==> config.mk <==
export PLATFORM = sky130hd
export DESIGN_NAME = lrg_scale
export DESIGN_NICKNAME = d
export VERILOG_FILES = /design/src/lrg_pkg.sv /design/src/lrg_scale.sv
export SDC_FILE = /design/constraint.sdc
export NUM_CORES = 2
export LEC_CHECK = 0
export BUFFER_PORTS_ARGS = -buffer_cell sky130_fd_sc_hd__clkbuf_2
export CAP_MARGIN = 20
export CORE_MARGIN = 4
export CORE_UTILIZATION = 45
export CTS_BUF_LIST = sky130_fd_sc_hd__clkbuf_8
export DETAILED_ROUTE_END_ITERATION = 8
export PLACE_DENSITY = 0.59
export SLEW_MARGIN = 30
export SYNTH_ARGS = -nofsm -noshare
export SYNTH_HDL_FRONTEND = slang
export SYNTH_SLANG_ARGS = --single-unit
==> constraint.sdc <==
create_clock -name clk -period 8.6 [get_ports clk]
set_input_delay 1.72 -clock clk [delete_from_list [all_inputs] [get_ports clk]]
set_output_delay 1.72 -clock clk [all_outputs]
set_load 0.03 [all_outputs]
==> src/lrg_pkg.sv <==
package lrg_pkg;

  // Field widths
  localparam int RANGE_W   = 16;
  localparam int BEAM_W    = 12;
  localparam int ANG_W     = 16;
  localparam int TRIG_W    = 15;               // |sin| magnitude, Q0.15
  localparam int SCALE_W   = 24;
  localparam int SCALE_FRAC = 20;
  localparam int TRIG_FRAC  = 15;
  localparam int MAG_W     = RANGE_W + TRIG_W + SCALE_W - SCALE_FRAC - TRIG_FRAC;

  // Image geometry
  localparam int IMAGE_SIDE = 512;
  localparam int MAX_BEAMS  = 4096;
  localparam int HALF_SIDE  = IMAGE_SIDE / 2;
  localparam int PIX_W      = $clog2(IMAGE_SIDE);
  localparam int COORD_W    = MAG_W + 2;

  // Quarter-wave polynomial
  localparam logic [15:0] TRIG_A   = 16'd51472;
  localparam logic [14:0] TRIG_B   = 15'd21024;
  localparam logic [11:0] TRIG_C   = 12'd2320;
  localparam logic [14:0] QUARTER  = 15'd16384;
  localparam logic [TRIG_W-1:0] TRIG_MAX = 15'd32767;

  // Pipeline shape
  localparam int SINE_STAGES  = 4;
  localparam int SCALE_STAGES = 2;
  localparam int LATENCY      = 2 + SINE_STAGES + SCALE_STAGES + 1;

  // Register map
  localparam int CFG_IDX_W = 3;
  localparam logic [CFG_IDX_W-1:0] REG_RANGE_MIN   = 3'd0;
  localparam logic [CFG_IDX_W-1:0] REG_RANGE_MAX   = 3'd1;
  localparam logic [CFG_IDX_W-1:0] REG_ANGLE_START = 3'd2;
  localparam logic [CFG_IDX_W-1:0] REG_ANGLE_STEP  = 3'd3;
  localparam logic [CFG_IDX_W-1:0] REG_SCALE       = 3'd4;

  typedef struct packed {
    logic [RANGE_W-1:0] range_mm;
    logic [BEAM_W-1:0]  beam_index;
  } lrg_in_t;

  typedef struct packed {
    logic             hit;
    logic [PIX_W-1:0] pixel_x;
    logic [PIX_W-1:0] pixel_y;
  } lrg_out_t;

  typedef struct packed {
    logic vld;
    logic ok;   // range window and beam index passed
  } lrg_ctl_t;

endpackage

==> src/lrg_scale.sv <==
// Two-stage offset magnitude: (range * |trig| * scale) >> 35.
module lrg_scale import lrg_pkg::*; (
  input  logic               clk,
  input  logic [RANGE_W-1:0] range_mm,
  input  logic [TRIG_W-1:0]  trig,
  input  logic               neg_i,
  input  logic [SCALE_W-1:0] scale_q20,
  output logic [MAG_W-1:0]   mag,
  output logic               neg_o
);

  localparam int P_W    = RANGE_W + TRIG_W;
  localparam int PROD_W = P_W + SCALE_W;
  localparam int SHIFT  = SCALE_FRAC + TRIG_FRAC;

  logic [P_W-1:0]    p_r;
  logic              neg_p_r;
  logic [PROD_W-1:0] prod;
  logic [MAG_W-1:0]  mag_r;
  logic              neg_r;

  always_ff @(posedge clk) begin
    p_r     <= P_W'(range_mm) * P_W'(trig);
    neg_p_r <= neg_i;
  end

  assign prod = PROD_W'(p_r) * PROD_W'(scale_q20);

  always_ff @(posedge clk) begin
    mag_r <= prod[PROD_W-1:SHIFT];
    neg_r <= neg_p_r;
  end

  assign mag   = mag_r;
  assign neg_o = neg_r;

endmodule

# --- Word-level counts from Yosys, hierarchy flattened ---
# Cells that the tools add are included.
word_totals:
  ff_bits: 53
  input_bits: 57
  output_inout_bits: 21
classes:
  mul: 2
op_table:
  columns: ["cell", "count"]
  rows:
  - ["multiplier 31 x 24 -> 55 bit", 1]
  - ["multiplier 16 x 15 -> 31 bit", 1]

# --- Longest topological paths before layout ---
depth:
  depth_word: 1
  mapped_depth: 26
  depth_no_buf: 24

# --- Least setup slack after synthesis ---
# OpenSTA, ideal clock, no wires.
synth_timing:
  path_type: "input-to-reg"
  from: "input port scale_q20[0]"
  to: "register mag_r[19] (netlist: mag[19])"
  setup_time_ns: 0.121
  arrival_time_ns: 7.686
  required_ns: 8.479
  setup_slack_ns: 0.793
  stages: 23
  cell_sequence: "clkbuf_1 clkbuf_1 and2_1 fa_1 fa_1 inv_1 fa_1 fa_1 inv_1 fa_1 fa_1 inv_1 fa_1 inv_1 ha_1 and4_1 nand2_1 or4_1 o21ai_1 o31ai_2 a41oi_1 a21oi_1 xnor2_1"
synth_between:
  elab_chain_len: 1
synth_rtl:
  columns: ["element", "line", "rtl"]
  rows:
  - ["from (decl)", "lrg_scale.sv:7", "input logic [SCALE_W-1:0] scale_q20,"]
  - ["multiplier 31 x 24 -> 55 bit", "lrg_scale.sv:27", "assign prod = PROD_W'(p_r) * PROD_W'(scale_q20);"]
  - ["named net prod[54]", "lrg_scale.sv:18", "logic [PROD_W-1:0] prod;"]
  - ["to (signal assigned)", "lrg_scale.sv:30", "mag_r <= prod[PROD_W-1:SHIFT];"]
  - ["to (decl)", "lrg_scale.sv:19", "logic [MAG_W-1:0] mag_r;"]
# The timed path passes the listed nets, and every way through them passes these cells.

# --- Final worst setup path ---
layout_timing:
  from: "input port scale_q20[8]"
  to: "register mag_r[19] (netlist: mag[19])"
# The elaborated chain is that of the path after synthesis.

==> flow_summary.json <==
{
  "synthTopCellsByArea": "fa_1 (52%), ha_1 (11%), inv_1 (10%)",
  "insertion_delay_ps": 350,
  "cts_setup_buffers": 0,
  "synth-main-ff-cell": "dfxtp_1",
  "grt_overflow_total": 0,
  "hold_viol": 0,
  "ant_nets": 0,
  "grt_max_degree": 27,
  "synthDistinctLibCells": 52,
  "final.period_utilization_pct": 95.4,
  "ys_seq_elements": 53,
  "timing.max_cap.violations": 0,
  "area_delta_synth_final_pct": 5.35,
  "reg2reg_to": "mag[14]",
  "antenna_found_initial": 4,
  "synth-edff-count": 0,
  "critPathMaxFanout": 26,
  "cts_max_level": 2,
  "die_x_um": 273,
  "drt-pass1-iter-count": 5,
  "rrSetupSlack_ps": 1220,
  "ios": 78,
  "start_kind": "input port",
  "cts_hold_buf": 0,
  "slew_viol_final": 0,
  "drc_errors": 0,
  "nFillCells": 6606,
  "rsz0062_at_grt": "no",
  "drt_iter0_markers": 1110,
  "finalNetCount": 4628,
  "cpPeakStageDelay_ps": 540,
  "clock_path_buffers": 2,
  "yosysWarnings": 0,
  "cts_buffers": 5,
  "maxSlewHeadroom_pct": 38.2,
  "whs_endpoint": "neg_o",
  "worst_hold_path.num_cells": 0,
  "holdCritStartpoint": "neg_p_r",
  "grt_pass1_vias": 23916,
  "ys_seq_area_share_pct": 3.36,
  "netlist_instances": 3482,
  "yosysTopAreaCell": "fa_1",
  "postSynthAreaPerCell_um2": 9.07,
  "grt_util_all_layers_pct": 22.4,
  "rows": 96,
  "grt_pass1_wl_um": 133000,
  "clkSinkCount": 53,
  "async_reset_ff_share_pct": 0,
  "via_count": 21786,
  "worstReg2RegStart": "p_r[6]",
  "outcome": "finished clean",
  "avgViaCountPerCell": 4.93,
  "synth_top_area_share_pct": 51.6,
  "slowest_stage": "fa_1",
  "wl_um": 78900,
  "syn_nets": 4626,
  "finalSetupTns_ps": 0,
  "cts_tree": "done",
  "dieHeight_um": 273,
  "path_clk_slew_ps": 110,
  "netlist_top_cells_count": "inv_1 (858), fa_1 (815), nand2_1 (546)",
  "cp.required_ps": 8880,
  "endpoint_kind": "flip-flop",
  "drive_gt1_share_pct": 5.34,
  "fin_worst_skew_ps": 26.2,
  "hold-worst-slack_ps": 342,
  "cts_resized": 0,
  "root_buffer": "clkbuf_8",
  "tightestPinTransition_ps": 926,
  "port_buffers": 77,
  "yosysMostFrequentCell": "inv_1",
  "start_util_pct": 45.8,
  "finalSetupViolations": 0,
  "core_um2": 69100,
  "crit_type": "in -> reg",
  "hp-class": "reg -> reg",
  "die-area_um2": 74500,
  "netlist_area_um2": 31600,
  "globalplace.congestion": 0.873,
  "worst_r2r_path_depth": 24,
  "fmax_ghz": 0.122,
  "post-route-min-period_ps": 8200,
  "post-dp-hpwl_um": 67100,
  "routedWlPerCell_um": 17.9,
  "cpMostUsedCell": "fa_1",
  "critical_path_arrival_ps": 8480
}
-- layout make-up --
| cell class | instances | area, um2 | area share (%) |
|---|---|---|---|
| multi-input cells | 2405 | 26700 | 80.2 |
| flip-flops and latches | 53 | 1070 | 3.22 |
| well taps | 931 | 1160 | 3.50 |
| diodes | 1 | 2.50 | 0.00752 |
| repair buffers | 161 | 1040 | 3.13 |
| inverters | 858 | 3220 | 9.67 |
| clock buffers | 5 | 68.8 | 0.207 |
| clock inverters | 3 | 26.3 | 0.0789 |
-- layout by cell type (no fill, tap or decap), types with 4 or more instances in the layout --
cell,instances
inv_1,858
fa_1,815
nand2_1,546
and2_1,469
ha_1,272
buf_4,82
clkbuf_2,77
a21oi_1,54
dfxtp_1,44
xnor2_1,35
a21o_1,28
o21ai_0,27
nor2_1,23
xor2_1,16
nand4_1,12
nand3_1,11
dfxtp_2,9
nand2b_1,8
a211oi_1,7
o21bai_1,7
o21ai_1,6
nor2b_1,6
nor3_1,5
o21a_1,5
a31oi_1,5
clkbuf_8,5
and3_1,4
-- critical path, delay by kind of cell --
kind | cells | cell delay [ps]
buffers and inverters | 7 | 930
AO/OA/AOI/OAI | 8 | 1530
AND/OR/NAND/NOR | 1 | 330
XOR/XNOR | 1 | 130
adder cells (fa/ha/maj) | 8 | 3840
-- sequential cells by signal, summed over array words and instances, names as in the netlist --
register and count:
neg_o 1, neg_p_r 1, mag 20, p_r 31
-- how the worst max path moves through the flow --
stage	startpoint	end	slack, ps
after floorplan	scale_q20[0]	mag[19]	790
after global placement	scale_q20[2]	mag[18]	80
after detailed placement	scale_q20[2]	mag[18]	70
after CTS	scale_q20[8]	mag[19]	410
after global routing	scale_q20[8]	mag[19]	10
final	scale_q20[8]	mag[19]	400
-- metrics by stage --
stage / utilization (%) / area, um2 / worst slack [ps] / cells
2_1_floorplan: - / 31600 / 793 / 3482
3_3_place_gp: 48.0 / 33200 / 84.9 / 4408
3_5_place_dp: 48.1 / 33200 / 68.3 / 4408
4_1_cts: 48.2 / 33300 / 412 / 4416
5_1_grt: 48.2 / 33300 / 13.6 / 4417
6_report: 48.2 / 33300 / 395 / 4417
-- routing by layer --
layer / global-route usage [%] / up-vias / share of wire, %
li1: - / 10000 / -
met1: 34.9 / 11150 / 49
met2: 34.2 / 579 / 43
met3: 3.55 / 53 / 6.4
met4: 2.86 / 4 / 1.0
met5: 0 / - / 0.029
-- cell families after synthesis --
group | count (synthesis) | synth area share, %
AND/OR/NAND/NOR | 1102 | 17.3
adder cells (fa/ha/maj) | 1087 | 62.4
buffers and inverters | 1024 | 12.2
AO/OA/AOI/OAI | 165 | 3.35
flip-flops | 53 | 3.36
XOR/XNOR | 51 | 1.41
Power is left out: the tool's default activity adds up to more than one toggle a clock period on the data nets, which glitch-free logic cannot reach.
