## src/lrg_pkg.sv

```systemverilog
package lrg_pkg;

  // Field widths
  localparam int RANGE_W   = 16;
  localparam int BEAM_W    = 12;
  localparam int ANG_W     = 16;
  localparam int TRIG_W    = 15;               // |sin| magnitude, Q0.15
  localparam int SCALE_W   = 24;
  localparam int SCALE_FRAC = 20;
  localparam int TRIG_FRAC  = 15;
  localparam int MAG_W     = RANGE_W + TRIG_W + SCALE_W - SCALE_FRAC - TRIG_FRAC;

  // Image geometry
  localparam int IMAGE_SIDE = 512;
  localparam int MAX_BEAMS  = 4096;
  localparam int HALF_SIDE  = IMAGE_SIDE / 2;
  localparam int PIX_W      = $clog2(IMAGE_SIDE);
  localparam int COORD_W    = MAG_W + 2;

  // Quarter-wave polynomial
  localparam logic [15:0] TRIG_A   = 16'd51472;
  localparam logic [14:0] TRIG_B   = 15'd21024;
  localparam logic [11:0] TRIG_C   = 12'd2320;
  localparam logic [14:0] QUARTER  = 15'd16384;
  localparam logic [TRIG_W-1:0] TRIG_MAX = 15'd32767;

  // Pipeline shape
  localparam int SINE_STAGES  = 4;
  localparam int SCALE_STAGES = 2;
  localparam int LATENCY      = 2 + SINE_STAGES + SCALE_STAGES + 1;

  // Register map
  localparam int CFG_IDX_W = 3;
  localparam logic [CFG_IDX_W-1:0] REG_RANGE_MIN   = 3'd0;
  localparam logic [CFG_IDX_W-1:0] REG_RANGE_MAX   = 3'd1;
  localparam logic [CFG_IDX_W-1:0] REG_ANGLE_START = 3'd2;
  localparam logic [CFG_IDX_W-1:0] REG_ANGLE_STEP  = 3'd3;
  localparam logic [CFG_IDX_W-1:0] REG_SCALE       = 3'd4;

  typedef struct packed {
    logic [RANGE_W-1:0] range_mm;
    logic [BEAM_W-1:0]  beam_index;
  } lrg_in_t;

  typedef struct packed {
    logic             hit;
    logic [PIX_W-1:0] pixel_x;
    logic [PIX_W-1:0] pixel_y;
  } lrg_out_t;

  typedef struct packed {
    logic vld;
    logic ok;   // range window and beam index passed
  } lrg_ctl_t;

endpackage

```

## src/lrg_sine.sv

```systemverilog
// Four-stage quarter-wave sine: magnitude and sign of a 16-bit binary angle.
module lrg_sine import lrg_pkg::*; (
  input  logic              clk,
  input  logic [ANG_W-1:0]  angle,
  output logic [TRIG_W-1:0] mag,
  output logic              neg
);

  // stage A: fold into first quadrant, square
  logic [14:0] g_nxt;
  logic [15:0] z_nxt;
  logic [31:0] zz;
  logic [15:0] z_a_r, z2_a_r;
  logic        neg_a_r;

  always_comb begin
    g_nxt = angle[14] ? (QUARTER - {1'b0, angle[13:0]}) : {1'b0, angle[13:0]};
    z_nxt = {g_nxt, 1'b0};
    zz    = 32'(z_nxt) * 32'(z_nxt);
  end

  always_ff @(posedge clk) begin
    z_a_r   <= z_nxt;
    z2_a_r  <= zz[30:15];
    neg_a_r <= angle[15];
  end

  // stage B: t1 = B - C*z2
  logic [27:0] cz;
  logic [14:0] t1_b_r;
  logic [15:0] z_b_r, z2_b_r;
  logic        neg_b_r;

  assign cz = 28'(TRIG_C) * 28'(z2_a_r);

  always_ff @(posedge clk) begin
    t1_b_r  <= TRIG_B - 15'(cz[27:15]);
    z_b_r   <= z_a_r;
    z2_b_r  <= z2_a_r;
    neg_b_r <= neg_a_r;
  end

  // stage C: t2 = A - t1*z2
  logic [30:0] tz;
  logic [15:0] t2_c_r, z_c_r;
  logic        neg_c_r;

  assign tz = 31'(t1_b_r) * 31'(z2_b_r);

  always_ff @(posedge clk) begin
    t2_c_r  <= TRIG_A - tz[30:15];
    z_c_r   <= z_b_r;
    neg_c_r <= neg_b_r;
  end

  // stage D: m = t2*z, saturate; zero carries no sign
  logic [31:0]       q;
  logic [TRIG_W-1:0] m_nxt;
  logic [TRIG_W-1:0] mag_r;
  logic              neg_r;

  always_comb begin
    q     = 32'(t2_c_r) * 32'(z_c_r);
    m_nxt = (q[31:15] > 17'(TRIG_MAX)) ? TRIG_MAX : q[29:15];
  end

  always_ff @(posedge clk) begin
    mag_r <= m_nxt;
    neg_r <= neg_c_r && (m_nxt != '0);
  end

  assign mag = mag_r;
  assign neg = neg_r;

endmodule

```

## config.mk

```make
export PLATFORM = sky130hd
export DESIGN_NAME = lrg_sine
export DESIGN_NICKNAME = d
export VERILOG_FILES = /design/src/lrg_pkg.sv /design/src/lrg_sine.sv
export SDC_FILE = /design/constraint.sdc
export NUM_CORES = 2
export LEC_CHECK = 0
export ABC_CLOCK_PERIOD_IN_PS = 14290
export BUFFER_PORTS_ARGS = -buffer_cell sky130_fd_sc_hd__buf_4
export CORE_MARGIN = 2
export CORE_UTILIZATION = 62
export CTS_CLUSTER_DIAMETER = 120
export DETAILED_ROUTE_END_ITERATION = 8
export GPL_ROUTABILITY_DRIVEN = 0
export PLACE_DENSITY_LB_ADDON = 0.15
export SETUP_SLACK_MARGIN = 0.5
export SYNTH_ARGS = -nofsm -noshare
export SYNTH_HDL_FRONTEND = slang
export SYNTH_SLANG_ARGS = --single-unit
```

## constraint.sdc

```tcl
create_clock -name clk -period 14.29 [get_ports clk]
set_input_delay 4.287 -clock clk [delete_from_list [all_inputs] [get_ports clk]]
set_output_delay 4.287 -clock clk [all_outputs]
set_load 0.05 [all_outputs]
```

# After elaboration in Yosys (flattened, before gate mapping)
# Index checks and enable logic that the tools add are counted.
dict set report op_classes {
  n_addsub 3
  n_mul 4
  n_lt_le_gt_ge 1
  n_mux 2
  reduce_logical 2
}
# operator count
set op_table {}
lappend op_table {{$mul A15 B16 Y31} 1}
lappend op_table {{$mul A16 B15 Y31} 1}
lappend op_table {{$mux W15} 2}
lappend op_table {{$mul A15 B15 Y29} 1}
lappend op_table {{$mul A8 B16 Y24 const A} 1}
lappend op_table {{$gt A17 B15 Y1 const B} 1}
lappend op_table {{$sub A16 B16 Y16 const A} 1}
lappend op_table {{$reduce_bool A15 Y1} 1}
lappend op_table {{$sub A15 B13 Y15 const A} 1}
lappend op_table {{$sub A15 B14 Y15 const A} 1}
lappend op_table {{$logic_and A1 B1 Y1} 1}
dict set report word_totals {
  ff_bits 127
  in_bits 17
  out_inout_bits 16
}

# Depth between registers and ports, before layout
dict set report logic_depth {
  ltp_word 5
  depth_mapped 33
  mapped_depth_nobuf 31
}

# Worst setup path after synthesis
# Ideal clock, no wire load.
dict set report synth_path {
  kind {in2reg}
  start {input port angle[0]}
  end {register z2_a_r[14]}
  arrival_ns 11.352
  t_required_ns 14.172
  slack_ns 2.820
  path_stages 31
  path_buffers 1
  path_cell_list {buf_6 clkinv_2 nand2_1 or4_4 or3b_1 or3_4 nand2_1 xor2_1 inv_2 nand2_1 fa_1 inv_1 fa_1 inv_1 fa_1 inv_1 fa_1 fa_1 fa_1 ha_1 and4_1 and2_1 o311a_1 o21ai_1 o211ai_1 a31oi_2 a2111oi_2 o21a_1 o21a_1 o22ai_1 xnor2_1}
}
dict set report synth_via {
  elab_chain_cells 3
}
# element line
set synth_rtl {}
lappend synth_rtl {{start, declared} lrg_sine.sv:4} ;# input logic [ANG_W-1:0] angle,
lappend synth_rtl {{$sub A15 B14 Y15} lrg_sine.sv:17} ;# g_nxt = angle[14] ? (QUARTER - {1'b0, angle[13:0]}) : {1'b0, angle[13:0]};
lappend synth_rtl {{$mux W15} lrg_sine.sv:17}
lappend synth_rtl {{via g_nxt[11]} lrg_sine.sv:10} ;# logic [14:0] g_nxt;
lappend synth_rtl {{$mul A15 B15 Y29} lrg_sine.sv:19} ;# zz = 32'(z_nxt) * 32'(z_nxt);
lappend synth_rtl {{via zz[29]} lrg_sine.sv:12} ;# logic [31:0] zz;
lappend synth_rtl {{end signal, assigned} lrg_sine.sv:24} ;# z2_a_r <= zz[30:15];
lappend synth_rtl {{end, declared} lrg_sine.sv:13} ;# logic [15:0] z_a_r, z2_a_r;
# The timed path passes the listed nets, and every way through them passes these cells.

# Worst setup path in the final report
# Same ends and word-level chain as after synthesis.

==> metrics.sh <==
GRT_ANTENNA_BEFORE_REPAIR=2
AVGSYNTHCELLAREA_UM2=9.292
TRITONCTS='done'
CTS-HTREE-LEVELS=4
FINAL_MIN_PERIOD_OVER_CLOCK_PERIOD_PCT=84.87
DRT-INITIAL-DRC-COUNT=964
NUMBER_OF_NETS_IN_THE_LAYOUT=3595
NUMBER_OF_SYNTHESIZED_FLOPS_WITH_AN_ENABLE_PIN=0
NETLIST.TOP_CELL.BY_AREA='fa_1'
GRT_START_MAX_NET_PINS=17
GRT-OVFL-TOTAL=0
VIASPERCELL=5.467
DETAILROUTE.WIRELENGTH.MET2_UM=28330
SYNTHESIS.YOSYS.WARNINGS=0
STDCELL_COUNT=3298
POST-ROUTE-CELL-AREA_MM2=0.02700
FIRSTDRTPASSITERS=7
CTS.SINKS=127
ENDPOINT_KIND='flip-flop'
SYNTH_ASYNC_SR_FLOP_SHARE_PCT=0
AVGROUTEDWIREPERCELL_UM=16.47
FINALWIRELENGTH_UM=54300
TIMING.MAX_SLEW.REL_SLACK_PCT=21.34
HOLDCRITSTARTPOINT='z_b_r[2]'
DRV_SLEW=0
ACHIEVABLE-FREQUENCY_GHz=0.08245
GLOBAL_ROUTE_WIRE_LENGTH_BEFORE_REPAIR_UM=92780
DRIVE_ABOVE_1_SHARE_PCT=4.808
CLK_ROOT_BUFFER_CELL='clkbuf_16'
FP-ROW-COUNT=74
DESIGN.DIE.AREA_MM2=0.04319
CRITICAL-PATH-TOP-DELAY-FAMILY='adder cells'
POST_CTS.RESIZED_INSTANCES=0
IO_BUFFERS=32
NETLIST.AREA_LEADER.SHARE_PCT=39.09
CPMOSTUSEDCELL='fa_1'
WORST_SLEW_PIN_SLEW_NS=1.172
HP_CLASS='reg2reg'
SYNTH_AREA_MM2=0.02576
CLK_LATENCY_NS=0.44
AREAGROWTHSYNTHTOFINISH_PCT=4.814
SYNTH_FF_TYPE='dfxtp_1'
CTS.REPAIR_TIMING.SETUP_BUFFER_COUNT=0
CP.BUFFERS_INVERTERS=6
PLACEABLECOREAREA_MM2=0.04092
VIAS_IN_THE_FIRST_GLOBAL_ROUTE=19749
CRIT_START='angle[0]'
CTS.CLK_SLEW.WORST_PATHS_NS=0.07
INITIAL_CORE_UTIL_PCT=62.94
DETAILROUTE.VIA_COUNT=18031
CRITICAL_PATH.MAX_FANOUT=10
IOPINCOUNT=33
DIE_H_UM=207.8
HIGHEST-SIGNAL-LAYER='met4'
LAYOUT_MIN_CYCLE_TIME_NS=12.13
CRITICAL-PATH-MAX-STAGE-DELAY_NS=0.74
CLOCK_PATH_BUFFERS=2
WORST_CLOCK_SKEW_NS=0.01288
DP_HPWL_UM=45050
GRT_USE_TOTAL_PCT=26.43
REPORT.FINAL.SETUP_VIOL=0
CTS_HOLD_REPAIR.BUFFERS=0
CRITPATHSLOWESTCELL='xor2_1'
CAP_VIOL_MAX_COUNT=0
FINAL_HOLD_VIOLS=0
MET3_LENGTH_UM=2730
WORSTREG2REGSTART='t1_b_r[3]'
STARTPOINT_TYPE='primary input'
CP_DATA_ARRIVAL_TIME_NS=12.46
SETUP.WORST_PATH.CLASS='in2reg'
TOTALNEGATIVESETUPSLACK_NS=0
RUN_STATUS='finished, final reports clean'
N_ANTENNA_CELL=0
SYNTH_SEQUENTIAL_AREA_RATIO_PCT=9.870
LAYOUT.FILLER_CELLS=3358
SYNTHDISTINCTLIBCELLS=93
DRC_ERRORS=0
RSZ0062_AT_GRT='no'
ANT_NETS=0
DIE_WIDTH_UM=207.8
PLACE_INST=3266
CTS_INSERTED_BUFFERS=17
CRITPATHREQUIREDTIME_NS=14.62
SYNTH_SEQ_CELLS=127
MET1_LENGTH_UM=22210
YOSYSMOSTFREQUENTCELL='inv_1'
DETAILED_PLACE.AREA_MM2=0.02641
SYNTH_COMMONEST_CELLS='inv_1 (619), fa_1 (503), nand2_1 (333)'
SYNTHCELLS=2772
HOLD_WS_NS=0.3251
SYNTHTOPCELLSBYAREA='fa_1 (39%), ha_1 (16%), dfxtp_1 (9.9%)'
-- flip-flops by register name (all words and copies together) (netlist names), 15 cells and up --
signal	flops
mag	15
t1_b_r	15
t2_c_r	16
z2_a_r	16
z2_b_r	16
z_a_r	15
z_b_r	15
z_c_r	15
-- logic make-up after synthesis --
| logic type | share of synthesized area [%] |
|---|---|
| compound gates | 5.572 |
| mux | 0.3983 |
| buf+inv | 10.45 |
| flops | 9.870 |
| simple gates | 15.80 |
| other cells | 0.02916 |
| fa+ha+maj | 54.73 |
| xor+xnor | 3.153 |
-- stage by stage --
stage	setup slack, ns	utilization (%)
after floorplan	2.820	-
after CTS	2.232	65.97
after global routing	1.704	65.97
after detailed placement	1.771	64.53
after global placement	1.960	64.53
final	2.162	65.97
-- final cells by class --
class	instances	area (um^2)	area share, %
Clock buffer	17	425.4	1.576
Inverter	626	2351	8.708
Clock inverter	15	166.4	0.6164
Tap cell	532	665.6	2.465
Sequential cell	127	2542	9.417
Multi-Input combinational cell	1942	20550	76.13
Timing Repair Buffer	39	292.8	1.084
-- layer usage --
layer / global-route usage, % / vias to the layer above
met3: 3.268 / 88
met2: 48.65 / 446
met4: 7.630 / 0
met5: 0 / -
li1: - / 8348
met1: 32.46 / 9149
-- placed cells by master (no fill, tap or decap), types with 8 or more instances in the layout --
cell type / netlist / final
inv_1: 619 / 619
a31oi_1: 11 / 11
dfxtp_1: 127 / 127
clkbuf_16: 0 / 17
nor2_1: 103 / 103
nand2b_1: 9 / 9
fa_1: 503 / 503
nand2_2: 11 / 11
o21a_1: 14 / 14
o21ai_0: 18 / 18
and2_1: 251 / 251
and3_1: 14 / 14
nor2b_1: 8 / 8
conb_1: 2 / 10
nor3_1: 28 / 28
xor2_1: 31 / 31
buf_4: 0 / 39
o211ai_1: 8 / 8
nand3_1: 21 / 21
a21oi_1: 38 / 38
ha_1: 322 / 322
a21o_1: 22 / 22
xnor2_1: 58 / 58
nand2_1: 333 / 333
-- path summary, 6_finish.rpt --
kind                end  slack, ns  cells past startpoint
max          z2_a_r[14]       2.16                     31
min            z_c_r[2]       0.33                      0
max reg2reg  t2_c_r[14]       6.68                     25
min reg2reg    z_c_r[2]       0.33                      0
Power is left out: the tool's default activity adds up to more than one toggle a clock period on the data nets, which glitch-free logic cannot reach.
